===== config.mk =====
export PLATFORM = sky130hd
export DESIGN_NAME = mtg_seed
export DESIGN_NICKNAME = d
export VERILOG_FILES = /design/src/rtl/mtg_pkg.sv /design/src/rtl/mtg_seed.sv
export SDC_FILE = /design/constraint.sdc
export NUM_CORES = 1
export LEC_CHECK = 0
export BUFFER_PORTS_ARGS = -buffer_cell sky130_fd_sc_hd__buf_2
export CELL_PAD_IN_SITES_DETAIL_PLACEMENT = 0
export CELL_PAD_IN_SITES_GLOBAL_PLACEMENT = 1
export CORE_MARGIN = 1
export CORE_UTILIZATION = 41
export CTS_CLUSTER_SIZE = 12
export DETAILED_ROUTE_END_ITERATION = 10
export PLACE_DENSITY_LB_ADDON = 0.08
export REMOVE_ABC_BUFFERS = 1
export SLEW_MARGIN = 20
export SYNTH_ARGS = -nofsm -noshare
export SYNTH_HDL_FRONTEND = slang
export SYNTH_SLANG_ARGS = --single-unit

===== constraint.sdc =====
create_clock -name clk -period 19.62 [get_ports clk]
set_input_delay 2.943 -clock clk [delete_from_list [all_inputs] [get_ports clk]]
set_output_delay 2.943 -clock clk [all_outputs]
set_load 0.02 [all_outputs]

===== src/rtl/mtg_pkg.sv =====
// ----------------------------------------------------------------------------
// mtg_pkg
// Shared types, constants and word functions of the MT19937 generator.
// ----------------------------------------------------------------------------
package mtg_pkg;

    localparam int WORD_W      = 32;
    localparam int STATE_DEPTH = 624;
    localparam int TWIST_OFFSET = 397;
    localparam int IDX_W       = $clog2(STATE_DEPTH);

    localparam logic [WORD_W-1:0] TWIST_MATRIX = 32'h9908_b0df;
    localparam logic [WORD_W-1:0] HIGH_BIT     = 32'h8000_0000;
    localparam logic [WORD_W-1:0] LOW_BITS     = 32'h7fff_ffff;
    localparam logic [WORD_W-1:0] INIT_MULT    = 32'd1812433253;
    localparam logic [WORD_W-1:0] DEFAULT_SEED = 32'd5489;
    localparam logic [WORD_W-1:0] TEMPER_B     = 32'h9d2c_5680;
    localparam logic [WORD_W-1:0] TEMPER_C     = 32'hefc6_0000;
    localparam logic [IDX_W-1:0]  LAST_IDX     = IDX_W'(STATE_DEPTH - 1);

    // one word shifted into the chain by the seeder
    typedef struct packed {
        logic              valid;
        logic [WORD_W-1:0] word;
    } fill_t;

    // new state word from the current, next and far words
    function automatic logic [WORD_W-1:0] twist_word(
        input logic [WORD_W-1:0] cur,
        input logic [WORD_W-1:0] nxt,
        input logic [WORD_W-1:0] far
    );
        logic [WORD_W-1:0] y;
        logic [WORD_W-1:0] t;
        y = (cur & HIGH_BIT) | (nxt & LOW_BITS);
        t = far ^ (y >> 1);
        if (y[0])
        begin
            t = t ^ TWIST_MATRIX;
        end
        return t;
    endfunction

    // output tempering
    function automatic logic [WORD_W-1:0] temper(input logic [WORD_W-1:0] w);
        logic [WORD_W-1:0] y;
        y = w ^ (w >> 11);
        y = y ^ ((y << 7) & TEMPER_B);
        y = y ^ ((y << 15) & TEMPER_C);
        y = y ^ (y >> 18);
        return y;
    endfunction

endpackage


===== src/rtl/mtg_seed.sv =====
// ----------------------------------------------------------------------------
// mtg_seed
// Seeding sequencer: emits w[0] = seed, then w[i] = 1812433253 *
// (w[i-1] ^ (w[i-1] >> 30)) + i, each word from a multiply state then an add state.
// ----------------------------------------------------------------------------
module mtg_seed
    import mtg_pkg::*;
(
    input  logic              clk,
    input  logic              rst_n,
    input  logic              start,
    input  logic [WORD_W-1:0] seed,
    output fill_t             fill,
    output logic              done
);

    localparam logic [1:0] S_IDLE = 2'd0;
    localparam logic [1:0] S_MUL  = 2'd1;
    localparam logic [1:0] S_ADD  = 2'd2;

    logic [1:0]        state_reg, state_next;
    logic [IDX_W-1:0]  idx_reg, idx_next;
    logic [WORD_W-1:0] prev_reg, prev_next;
    logic [WORD_W-1:0] prod_reg, prod_next;
    logic [WORD_W-1:0] mix;
    logic [WORD_W-1:0] sum;

    assign mix = prev_reg ^ (prev_reg >> 30);
    assign sum = prod_reg + {{(WORD_W-IDX_W){1'b0}}, idx_reg};

    // sequencer
    always_comb
    begin
        state_next = state_reg;
        idx_next   = idx_reg;
        prev_next  = prev_reg;
        prod_next  = prod_reg;
        fill.valid = 1'b0;
        fill.word  = sum;
        done       = 1'b0;
        case (state_reg)
            S_IDLE:
            begin
                if (start)
                begin
                    fill.valid = 1'b1;
                    fill.word  = seed;
                    prev_next  = seed;
                    idx_next   = IDX_W'(1);
                    state_next = S_MUL;
                end
            end
            S_MUL:
            begin
                prod_next  = 32'(INIT_MULT * mix);
                state_next = S_ADD;
            end
            S_ADD:
            begin
                fill.valid = 1'b1;
                prev_next  = sum;
                if (idx_reg == LAST_IDX)
                begin
                    done       = 1'b1;
                    state_next = S_IDLE;
                end
                else
                begin
                    idx_next   = idx_reg + IDX_W'(1);
                    state_next = S_MUL;
                end
            end
            default:
            begin
                state_next = S_IDLE;
            end
        endcase
    end

    always_ff @(posedge clk or negedge rst_n)
    begin
        if (!rst_n)
        begin
            state_reg <= S_IDLE;
        end
        else
        begin
            state_reg <= state_next;
        end
    end

    always_ff @(posedge clk)
    begin
        idx_reg  <= idx_next;
        prev_reg <= prev_next;
        prod_reg <= prod_next;
    end

endmodule


# After elaboration in Yosys (flattened, before gate mapping)
# Cells that the tools add are included.
dict set report word_totals {
  inputBits 35
  output_inout_bits 34
  ff_bits 76
  wordCells 30
}
dict set report op_classes {
  n_bitwise 1
  reduce_logical 4
  mul 1
  eq_ne 5
  mux 13
  addsub 2
}
# operator n
set op_table {}
lappend op_table {{$mux 32} 2}
lappend op_table {{$pmux 32 s2} 1}
lappend op_table {{$mux 33} 1}
lappend op_table {{$add 32x10->32} 1}
lappend op_table {{$mul 31x32->32 const A} 1}
lappend op_table {{$xor 32x2->32} 1}
lappend op_table {{$mux 10} 2}
lappend op_table {{$pmux 10 s2} 1}
lappend op_table {{$add 10x1->10 const B} 1}
lappend op_table {{$eq 10x10->1 const B} 1}
lappend op_table {{$pmux 2 s3} 1}
lappend op_table {{$ne 2x2->1 const B} 2}
lappend op_table {{$mux 1} 3}
lappend op_table {{$reduce_and 3->1} 1}
lappend op_table {{$eq 2x1->1 const B} 1}
lappend op_table {{$eq 2x2->1 const B} 1}
lappend op_table {{$logic_not 2->1} 1}
lappend op_table {{$mux 2} 1}
lappend op_table {{$pmux 1 s2} 1}
lappend op_table {{$reduce_and 2->1} 1}
lappend op_table {{$reduce_bool 2->1} 1}

# Logic depth before layout (Yosys ltp)
dict set report depth {
  word_depth 3
  mapped_depth 23
  mapped_depth_nobuf 23
}

# Worst setup path after synthesis
# Ideal clock, no wire load.
dict set report synth_path {
  kind {in2out}
  start {input port start}
  end {output port fill[10] in the netlist's numbering}
  cell_stages 5
  arrival_time_ps 4198
  slack_ps 12479
  required_time_ps 16677
  n_path_buf 3
  cell_sequence {and2_1 -> clkbuf_1 -> clkbuf_1 -> buf_1 -> o31ai_1}
}
# element line_no
set synth_rtl {}
lappend synth_rtl {{start: declaration} mtg_seed.sv:11} ;# input logic start,
lappend synth_rtl {{end: declaration} mtg_seed.sv:13} ;# output fill_t fill,

==> results.env <==
SYNTH.TOP_CELLS.BY_COUNT='267 x sky130_fd_sc_hd__inv_1, 220 x sky130_fd_sc_hd__ha_1, 147 x sky130_fd_sc_hd__fa_1, 91 x sky130_fd_sc_hd__nand2_1, 74 x sky130_fd_sc_hd__edfxtp_1'
PLACEMENT.SETUP.WORST_SLACK_PS=12180
DIE_H_MICRONS=178
POST-SYNTH-TOP-AREA-CELL='sky130_fd_sc_hd__fa_1'
CLKSLEWWORSTSETUPHOLDPATHS_PS=60
SYNTH_AREA_SQ_MM=0.0127
CTS_SINKS=76
FINALWORSTSETUPSLACK_PS=12180
GP_CONGESTION=0.853
MAX-VDD-IR-DROP_mV=0.0821
CTS-ROOT-TO-SINK-BUFFERS=2
NUMCTSBUFFERS=9
PERIOD_SHARE_PCT=37.9
SYNTH.MOST_COMMON_CELL='sky130_fd_sc_hd__inv_1'
HTREE_NUM_LEVELS=3
MAXCAPVIOLATIONS=0
SYN-INSTANCE-COUNT=1348
CLOCK_TREE.ROOT_CELL='sky130_fd_sc_hd__clkbuf_16'
HPWL_MICRONS=27700
CRIT_PATH_MAX_FANOUT=41
RATIO_OF_CELLS_WITH_DRIVE_ABOVE_1_IN_THE_FINAL_LAYOUT_PCT=8.04
MAXIMUM_FREQUENCY_FROM_STATIC_TIMING_ANALYSIS_MHz=134
YS_SEQ_ELEMENTS=76
AVGROUTEDWIREPERCELL_MICRONS=19.4
ROW_COUNT=64
WIRELENGTH_MICRONS=34900
ASYNCSETRESETFLOPFRACSYNTH_PCT=2.63
START_KIND='primary input'
CLK-INSERTION-DELAY-LATE_PS=350
NUMPORTBUFFERS=68
POST_CTS_BUFFERS=0
FINCLKSKEW_PS=9.77
WORST_SLEW_MARGIN_REL_PCT=29.7
DRC=0
SYNTH_SEQUENTIAL_AREA_RATIO_PCT=17.8
FINALSETUPVIOLATIONS=0
END_KIND='primary output'
CRITICALPATHCATEGORY='primary input to primary output'
WORST-SLEW-PIN-TRANSITION_PS=1050
SYNTHFLOPTYPE='sky130_fd_sc_hd__edfxtp_1'
FP.DIEAREA_SQ_MM=0.0318
REG2REG_SLACK_PS=12590
REPORT.FINAL.HOLD_VIOL_COUNT=0
COREAREA_SQ_MM=0.0306
POWER.DENSITY_mW_PER_MM2=69.8
IOPINCOUNT=69
REQUIRED_PS=16680
STATIC_LEAKAGE_nW=6.53
STATUS='finished, final reports clean'
GLOBAL_ROUTE.USAGE.TOTAL_PCT=23.6
ANTENNA-DIODE-COUNT=0
DIE_X_MICRONS=178
FINALNETCOUNT=1802
TOTAL_POWER_mW=0.968
SYNTH_CELL_TYPES=65
SYNTH.TOP_CELL.AREA_SHARE_PCT=23.1
HOLDCRITPATHCLASS='flip-flop to flip-flop'
ROUTE.VIAS.TOTAL=9578
MIN_PERIOD_PS=7440
TRITONCTS='done'
DRTPASS1ITERATIONS=5
DRV_SLEW=0
CTS_RESIZED=0
COUNT_OF_FLIP_FLOPS_WITH_A_BUILT_IN_ENABLE_AFTER_SYNTHESIS=74
POSTROUTEANTENNANETS=0
HOLDBUFCOUNTCTS=0
PIN_COUNT_OF_THE_BIGGEST_NET_ENTERING_GLOBAL_ROUTING=62
WORST-ENDPOINT-ARRIVAL_PS=4500
NETLIST_TOP_CELLS_AREA='sky130_fd_sc_hd__fa_1 23%, sky130_fd_sc_hd__ha_1 22%, sky130_fd_sc_hd__edfxtp_1 17%, sky130_fd_sc_hd__inv_1 7.9%, sky130_fd_sc_hd__xnor2_1 3.3%'
OVERALL_OVERFLOW_REMAINING_AFTER_GLOBAL_ROUTE=0
SYNTHESIS_TO_LAYOUT_AREA_GROWTH_PCT=8.94
SYNTH.AVG_CELL_AREA_SQ_UM=9.44
FLOORPLAN.INITIALDENSITY_PCT=41.6
TIMING.SETUP.TNS_PS=0
DRT_ITER0_DRC=540
RSZ_0062_RAISED_AFTER_GLOBAL_ROUTING='false'
GRT_FIRST_PASS_WIRELENGTH_MICRONS=55900
FIRST_GLOBAL_VIAS=9677
YOSYSWARNINGCOUNT=0
ANTENNA_FOUND_INITIAL=0
PER_CELL_VIA_COUNT_IN_THE_ROUTED_DESIGN=5.32
[worst max-delay path: stages]
cell and delay, ps:
sky130_fd_sc_hd__buf_2 80, sky130_fd_sc_hd__and2_2 430, sky130_fd_sc_hd__buf_4 450, sky130_fd_sc_hd__o21ai_0 150, sky130_fd_sc_hd__a31oi_1 160, sky130_fd_sc_hd__nand3_1 90
sky130_fd_sc_hd__buf_2 160
[cells in the final DEF (no fill, tap or decap), drive strengths merged, types with 7 or more instances in the layout]
cell	Yosys	routed
a21oi	44	44
a31oi	22	22
and2	15	15
and3	11	11
buf	11	86
clkbuf	34	9
edfxtp	74	74
fa	147	147
ha	220	220
inv	267	270
nand2	91	91
nand2b	18	18
nand3	46	46
nand4	8	8
nand4b	12	12
nor2	32	32
nor2b	10	10
nor3	26	26
nor4	15	15
o211ai	11	11
o21a	7	7
o21ai	67	67
xnor2	48	48
xor2	23	23
[final timing paths]
kind / start / to / cells past startpoint
max: start / fill[14] / 7
min: state_reg[1] / state_reg[1] / 1
max reg2reg: prev_reg[11] / prod_reg[30] / 22
min reg2reg: state_reg[1] / state_reg[1] / 1
max in group asynchronous: rst_n / state_reg[1] / 1
min in group asynchronous: rst_n / state_reg[0] / 1
[cells by family after synthesis]
kind of cell	Yosys count	share of synthesized area, %
adders and majority gates	367	44.7
buffers and inverters	312	9.26
and+or+nand+nor	307	12.5
AOI/OAI and AO/OA	210	10.4
DFF	76	17.8
xor gates and xnor gates	71	4.88
muxes	5	0.393
[per-stage QoR]
stage	std cells	instance area, sq um	utilization [%]	hold WS [ps]
2_1_floorplan	1303	12600	-	460
3_3_place_gp	1785	13500	44.3	552
3_5_place_dp	1785	13500	44.3	557
4_1_cts	1801	13900	45.3	574
5_1_grt	1801	13900	45.3	586
6_report	1801	13900	45.3	568
[per-layer routing]
metal / wire, microns / GRT usage [%] / vias to the layer above
met4: 335 / 4.45 / 0
met3: 846 / 1.56 / 19
li1: - / - / 4656
met2: 15800 / 37.4 / 169
met1: 17900 / 35.4 / 4734
met5: 0 / 0 / -
[report_power, final]
group / total [mW] / internal (mW) / switching, mW
Clock: 0.187 / 0.113 / 0.0739
Combinational: 0.487 / 0.182 / 0.305
Sequential: 0.294 / 0.231 / 0.0630
Total: 0.968 / 0.526 / 0.442
[layout make-up]
type / instances / area (sq um)
fill: 3070 / 16700
multi-input combinational: 960 / 9290
sequential: 76 / 2270
inverter: 267 / 1000
tap: 396 / 495
timing repair buffer: 86 / 475
clock buffer: 9 / 225
clock inverter: 7 / 105
Power figures use the tool's default switching activity.
