[src/rtl/mtg_pkg.sv]
// ----------------------------------------------------------------------------
// mtg_pkg
// Shared types, constants and word functions of the MT19937 generator.
// ----------------------------------------------------------------------------
package mtg_pkg;

    localparam int WORD_W      = 32;
    localparam int STATE_DEPTH = 624;
    localparam int TWIST_OFFSET = 397;
    localparam int IDX_W       = $clog2(STATE_DEPTH);

    localparam logic [WORD_W-1:0] TWIST_MATRIX = 32'h9908_b0df;
    localparam logic [WORD_W-1:0] HIGH_BIT     = 32'h8000_0000;
    localparam logic [WORD_W-1:0] LOW_BITS     = 32'h7fff_ffff;
    localparam logic [WORD_W-1:0] INIT_MULT    = 32'd1812433253;
    localparam logic [WORD_W-1:0] DEFAULT_SEED = 32'd5489;
    localparam logic [WORD_W-1:0] TEMPER_B     = 32'h9d2c_5680;
    localparam logic [WORD_W-1:0] TEMPER_C     = 32'hefc6_0000;
    localparam logic [IDX_W-1:0]  LAST_IDX     = IDX_W'(STATE_DEPTH - 1);

    // one word shifted into the chain by the seeder
    typedef struct packed {
        logic              valid;
        logic [WORD_W-1:0] word;
    } fill_t;

    // new state word from the current, next and far words
    function automatic logic [WORD_W-1:0] twist_word(
        input logic [WORD_W-1:0] cur,
        input logic [WORD_W-1:0] nxt,
        input logic [WORD_W-1:0] far
    );
        logic [WORD_W-1:0] y;
        logic [WORD_W-1:0] t;
        y = (cur & HIGH_BIT) | (nxt & LOW_BITS);
        t = far ^ (y >> 1);
        if (y[0])
        begin
            t = t ^ TWIST_MATRIX;
        end
        return t;
    endfunction

    // output tempering
    function automatic logic [WORD_W-1:0] temper(input logic [WORD_W-1:0] w);
        logic [WORD_W-1:0] y;
        y = w ^ (w >> 11);
        y = y ^ ((y << 7) & TEMPER_B);
        y = y ^ ((y << 15) & TEMPER_C);
        y = y ^ (y >> 18);
        return y;
    endfunction

endpackage

[src/rtl/mtg_cell.sv]
// ----------------------------------------------------------------------------
// mtg_cell
// One state word of the generator chain; loads the word on its d input on shift.
// ----------------------------------------------------------------------------
module mtg_cell
    import mtg_pkg::*;
(
    input  logic              clk,
    input  logic              shift_en,
    input  logic [WORD_W-1:0] d,
    output logic [WORD_W-1:0] q
);

    logic [WORD_W-1:0] word_reg;

    // payload only, no reset
    always_ff @(posedge clk)
    begin
        if (shift_en)
        begin
            word_reg <= d;
        end
    end

    assign q = word_reg;

endmodule

[config.mk]
export PLATFORM = sky130hd
export DESIGN_NAME = mtg_cell
export DESIGN_NICKNAME = d
export VERILOG_FILES = /design/src/rtl/mtg_pkg.sv /design/src/rtl/mtg_cell.sv
export SDC_FILE = /design/constraint.sdc
export NUM_CORES = 1
export LEC_CHECK = 0
export BUFFER_PORTS_ARGS = -buffer_cell sky130_fd_sc_hd__buf_2
export CORE_AREA = 2 2 57 48
export DETAILED_ROUTE_END_ITERATION = 12
export DIE_AREA = 0 0 59 50
export PLACE_DENSITY = 0.79
export SLEW_MARGIN = 5
export SYNTH_ARGS = -nofsm -noshare
export SYNTH_HDL_FRONTEND = slang
export SYNTH_SLANG_ARGS = --single-unit
[constraint.sdc]
create_clock -name clk -period 1.6 [get_ports clk]
set_clock_uncertainty 0.2 [all_clocks]
set_input_delay 0.32 -clock clk [delete_from_list [all_inputs] [get_ports clk]]
set_output_delay 0.32 -clock clk [all_outputs]
set_load 0.005 [all_outputs]
After elaboration in Yosys (flattened, before gate mapping)
Index checks and enable logic that the tools add are counted.
Storage, ports and cells
  register bits: 32
  logic and storage cells: 1

Longest topological paths before layout
Gate-level depths: netlist of run 1.
  word-level depth: 0
  depth in mapped cells: 0
  mapped depth without buffers: 0

Worst setup path after synthesis of run 1
Ideal clock, no wire load.
  path kind: reg2out
  start: reg word_reg[0], in the netlist q[0]
  end: out q[0]
  data arrival time: 0.355 ns
  required time: 1.080 ns
  setup slack: 0.725 ns
  cell stages (with the launch flop): 1
  buffers on the path: 0
  path through: edfxtp_1
RTL lines
  start, declared: RTL line mtg_cell.sv:14  | logic [WORD_W-1:0] word_reg;
  start signal, assigned: RTL line mtg_cell.sv:21  | word_reg <= d;
  end, declared: RTL line mtg_cell.sv:11  | output logic [WORD_W-1:0] q
No word-level cell between the ends.

Final worst setup path of run 1
  start: reg word_reg[25], in the netlist q[25]
  end: out q[25]
No word-level cell between the ends.

==> results of run 1 <==
==> Yosys cell counts, drive strengths merged <==
master	number	area share
edfxtp	32	1.0
==> final cells by class <==
cell class	count	area share
Tap cell	27	0.0199
Timing Repair Buffer	98	0.392
Sequential cell	32	0.566
Clock buffer	5	0.0221
==> placed cells by master, fill, tap and decap left out, drive strengths merged <==
cell type / instances
buf: 66
clkbuf: 5
dlygate4sd3: 32
edfxtp: 32
==> worst paths after layout <==
check                 from  depth (start not counted)     to  slack (ns)
setup / recovery     q[25]                          1  q[25]        0.24
hold / removal    shift_en                          1  q[17]        0.05
==> kinds of logic after synthesis <==
family      share of synthesized area
flip-flops                       1.00
==> report_power, final <==
part / leakage, nW / switching, mW / internal [mW]
Combinational: 0.399 / 0.0676 / 0.123
Sequential: 0.313 / 0.0147 / 0.994
Clock: 0.0230 / 0.217 / 0.146
Total: 0.735 / 0.300 / 1.26
==> metal layers <==
layer  track usage  vias up
met5             0        -
met4        0.0795        0
met3        0.0656        3
met2         0.263       41
met1         0.159      319
li1              -      337
==> repair_timing <==
item,CTS,global route
hold endpoints to repair,32,0
buffers inserted,0,0
hold buffers,32,0
==> through the flow <==
stage	total power, mW	setup WS, ns
after floorplan	1.04	0.725
after global placement	1.16	0.462
after detailed placement	1.16	0.445
after CTS	1.58	0.228
after global routing	1.63	0.182
final	1.56	0.241
==> run_results.csv, run 1 <==
group,metric,value,unit
run_status,run_status,"finished clean",
sta,max_clock_freq,0.736,GHz
final_layout,num-fill-cells,163,
cts,cts_inserted_buffers,5,
cts,cts_sinks,32,
sta,final_min_period_over_clock_period,0.849,
pwr,power.density,921,mW/mm2
critical_path,startpoint_type,"flop",
job,max_cap_viol_count,0,
critical_path,slowest_delay,0.38,ns
pwr,static_leakage_power,0.735,nW
final_layout,largest_register_ff_count,32,
cts,cts_repair_resize_count,0,
die,placement_rows,16,
cts,clockBufferDepth,2,
critical_path,critical-path-slowest-cell,"edfxtp_1",
route,viasPerCell,4.32,
grt,global_route_wire_length_before_repair,3120,um
critical_path,crit_type,"reg -> out",
final_layout,post_route_cells_drive_above_1_share,0.526,
place,placed_cells,125,
route,number_of_violations_reported_at_the_end_of_detailed_routing_iteration_0,18,
critical_path,cell_family_with_the_largest_share_of_critical_path_delay,"flip-flops",
die,design.die.area,0.00295,mm2
die,die_h,50,um
die,design.core.area,0.00236,mm2
min_path,class_of_the_tightest_hold_or_removal_check,"in -> reg",
grt,grt-ovfl-total,0,
final_layout,multi_input_area,0,um2
critical_path,cp_cell_sequence,"buf_2",
synthesis,mean_instance_size_in_the_synthesized_netlist,30.0,um2
grt,grt_util_all_layers,0.154,
pwr,max-vdd-ir-drop,609,uV
route,post_drt_wl_per_cell,13.0,um
place,buffer_ports.inserted,65,
sta,slew_headroom,0.893,
route,drt_pre_antenna_iters,7,
sta,timing.final.setup_violations,0,
critical_path,critical_path_required,1.08,ns
route,remaining_number_of_nets_flagged_by_the_antenna_check_after_routing,0,
synthesis,synth_cell_type_count,1,
final_layout,postLayoutCoreUtil,0.719,
synthesis,ys_seq_area_frac,1.00,
route,route.vias.total,700,
cts,clkSlewWorstSetupHoldPaths,0.08,ns
route,route.met2.wl,1130,um
cts,clk_root_buffer_cell,"clkbuf_4",
sta,finalMaxSlewViolations,0,
sta,final-hold-violation-count,0,
final_layout,antenna_cells_inserted,0,
synthesis,postSynthNetCount,66,
route,route.final.wire_length,2110,um
route,post-route-drc-count,0,
synthesis,ys_warn_count,0,
critical_path,timing.critical_path.arrival,0.84,ns
critical_path,critical_path_peak_fanout,1,
grt,grt_antenna_before_repair,0,
grt,grt_max_degree,32,
final_layout,final-seq-area,961,um2
sta,fin_worst_hold_slack,0.0467,ns
die,initial_utilization,0.407,
grt,grt_pass1_vias,715,
critical_path,end_kind,"output port",
final_layout,layoutNonFillerInstCount,162,
final_layout,multi_input_gates,0,
sta,period_minus_slack,1.36,ns
final_layout,final_net_count,171,
die,fp.dieW,59,um
critical_path,worst-path-buf-inv,1,
route,wirelength_met1,748,um
route,wl_met3,207,um
cts,tritoncts,"done",
final_layout,postLayoutCellArea,0.00170,mm2
sta,finalSetupTns,0,ns
final_layout,syn_to_final_growth,76.7,%
synthesis,syn_inst,32,
die,ioPinCount,66,
route,topmost_layer_with_routed_signal_wires,"met4",
sta,rsz0062_at_grt,"no",
synthesis,synth.ff_latch_count,32,
place,placed_area,0.00134,mm2
synthesis,post_synth_instance_area,961,um2
place,gp_congestion,0.637,
sta,worstMarginPinSlew,0.161,ns
cts,htreeDepth,2,
No activity file was read; power rests on OpenSTA's default activity.
==> run 2, diff against run 1 <==
Settings changed: ABC_AREA from default to 1, CORE_AREA 2 2 57 48 to 2 2 59 50, DIE_AREA 0 0 59 50 to 0 0 61 52, PLACE_DENSITY 0.79 to 0.74.
Clock period 1.6 ns to 1.3 ns, I/O delays scaled along.
==> run 2 against run 1 <==
  * Power up 27%
  * Wire length up 0.99%
  * Non-clock buffer count up 1
  * Via count up 2.0%
  * Critical path depth unchanged
  * Die area up 7.5%
  * Combinational power up 28%
  * Sequential power up 23%
  * Highest routed layer unchanged
==> run_results.csv, run 2 (synthesis results as in run 1) <==
group,metric,value,unit
run_status,run_status,"finished clean",
die,design.core.area,0.00262,mm2
min_path,class_of_the_tightest_hold_or_removal_check,"in -> reg",
pwr,power.clock.fraction,0.250,
grt,global_route_wire_length_before_repair,2940,um
sta,layout_setup_ws,0.00596,ns
sta,finalMaxSlewViolations,0,
critical_path,critical_path_peak_fanout,1,
cts,tritoncts,"done",
grt,grt_max_degree,20,
sta,final-hold-violation-count,0,
pwr,p_int,1.58,mW
job,max_cap_viol_count,0,
route,drt_pre_antenna_iters,4,
route,route.vias.total,714,
critical_path,startpoint_type,"flop",
sta,period_minus_slack,1.29,ns
critical_path,worst-path-buf-inv,1,
pwr,share_comb_of_total_power,0.123,
cts,clockBufferDepth,2,
sta,max_clock_freq,0.773,GHz
sta,timing.final.setup_violations,0,
critical_path,critical_path_depth,1,
grt,grt-ovfl-total,0,
die,design.die.area,0.00317,mm2
pwr,net-switching-power,402,uW
place,buffer_ports.inserted,65,
critical_path,timing.critical_path.arrival,0.83,ns
grt,grtUsageMet1,0.127,
die,ioPinCount,66,
final_layout,layout.cells.most_common,"buf_2",
pwr,max-vdd-ir-drop,722,uV
sta,rsz0062_at_grt,"yes",
sta,finalSetupTns,0,ns
critical_path,slowest_delay,0.39,ns
grt,busiest_layer_in_global_routing,"met2",
final_layout,layout.cells.most_common_list,"buf_2, dlygate4sd3_1, edfxtp_1, clkbuf_4",
die,placement_rows,17,
critical_path,critical-path-slowest-cell,"edfxtp_1",
die,die_h,52,um
route,post_drt_wl_per_cell,12.1,um
final_layout,final_net_count,172,
critical_path,critical_path_required,0.84,ns
cts,post_cts.repair.setup_buffers,0,
place,placed_area,0.00137,mm2
route,number_of_violations_reported_at_the_end_of_detailed_routing_iteration_0,16,
cts,cts_repair_resize_count,0,
grt,grt_util_all_layers,0.135,
sta,slew_headroom,0.929,
grt,grt_antenna_before_repair,0,
sta,final_min_period_over_clock_period,0.995,
final_layout,postLayoutCoreUtil,0.667,
place,preCtsSetupSlack,0.231,ns
grt,met2_use_gr,0.246,
final_layout,multi_input_gates,0,
die,fp.dieW,61,um
min_path,worstHoldPathCells,2,
final_layout,antenna_cells_inserted,0,
grt,grt_pass1_vias,715,
route,route.final.wire_length,2140,um
critical_path,cell_family_with_the_largest_share_of_critical_path_delay,"flip-flops",
critical_path,end_kind,"output port",
cts,cts_sinks,32,
place,gp_congestion,0.573,
pwr,power.total,1.98,mW
pwr,pwr-share-seq,0.627,
final_layout,post_route_cells_drive_above_1_share,0.532,
grt,global_route.usage.met3,0.0622,
cts,htreeDepth,2,
min_path,end_point_of_the_worst_hold_path,"q[20]",
final_layout,largest_register_ff_count,32,
cts,clk_root_buffer_cell,"clkbuf_4",
sta,worstMarginPinSlew,0.106,ns
cts,clkSlewWorstSetupHoldPaths,0.09,ns
die,initial_utilization,0.367,
critical_path,crit_type,"reg -> out",
final_layout,postLayoutCellArea,0.00175,mm2
min_path,min_from,"shift_en",
route,remaining_number_of_nets_flagged_by_the_antenna_check_after_routing,0,
final_layout,final-seq-area,961,um2
route,viasPerCell,4.03,
pwr,static_leakage_power,0.754,nW
final_layout,syn_to_final_growth,81.6,%
route,post-route-drc-count,0,
cts,cts_inserted_buffers,5,
pwr,power.density,1140,mW/mm2
final_layout,multi_input_area,0,um2
pwr,switching_share,0.203,
critical_path,cp_cell_sequence,"buf_2",
final_layout,num-fill-cells,191,
## run 2: cell types whose count changed in the layout (fill, tap and decap cells not counted)
cell / delta
clkinv_2: +2
buf_12: +1
clkinv_1: +1
## run 2: power by group through the flow
| stage | Combinational, mW | Sequential, mW | Clock [mW] |
|---|---|---|---|
| 4_1_cts | 0.245 | 1.24 | 0.526 |
| 6_report | 0.244 | 1.24 | 0.495 |
| 2_1_floorplan | 0 | 1.28 | 0 |
| 3_3_place_gp | 0.164 | 1.26 | 0 |
| 5_1_grt | 0.266 | 1.25 | 0.554 |
| 3_5_place_dp | 0.171 | 1.27 | 0 |
## run 2: cell type report
class / count / area share
clock inverters: 3 / 0.00789
clock buffers: 5 / 0.0215
repair buffers: 99 / 0.393
well taps: 38 / 0.0272
flip-flops and latches: 32 / 0.551
## run 2: what timing repair did
action                     CTS  global route
setup endpoints to repair    9            29
hold endpoints to repair    32             0
hold buffers                32             0
pin swaps                    0             0
## run 2: worst max-delay path by stage
stage / from / end / slack (ns)
CTS: q[26] / q[26] / -0.02
detailed placement: shift_en / q[4] / 0.23
global placement: shift_en / q[25] / 0.24
floorplan: q[0] / q[0] / 0.48
global route: q[26] / q[26] / -0.05
finish: q[26] / q[26] / 0.006
## run 2: per-stage QoR
| stage | cells | hold slack (ns) |
|---|---|---|
| 2_1_floorplan | 32 | 0.159 |
| 4_1_cts | 177 | 0.146 |
| 3_3_place_gp | 137 | 0.237 |
| 5_1_grt | 177 | 0.149 |
| 3_5_place_dp | 137 | 0.238 |
| 6_report | 177 | 0.165 |
## run 2: metal layers
| metal | share of wire | wire, um |
|---|---|---|
| met5 | 0 | 0 |
| met4 | 0.0094 | 20 |
| met3 | 0.078 | 166 |
| met1 | 0.35 | 756 |
| met2 | 0.56 | 1190 |
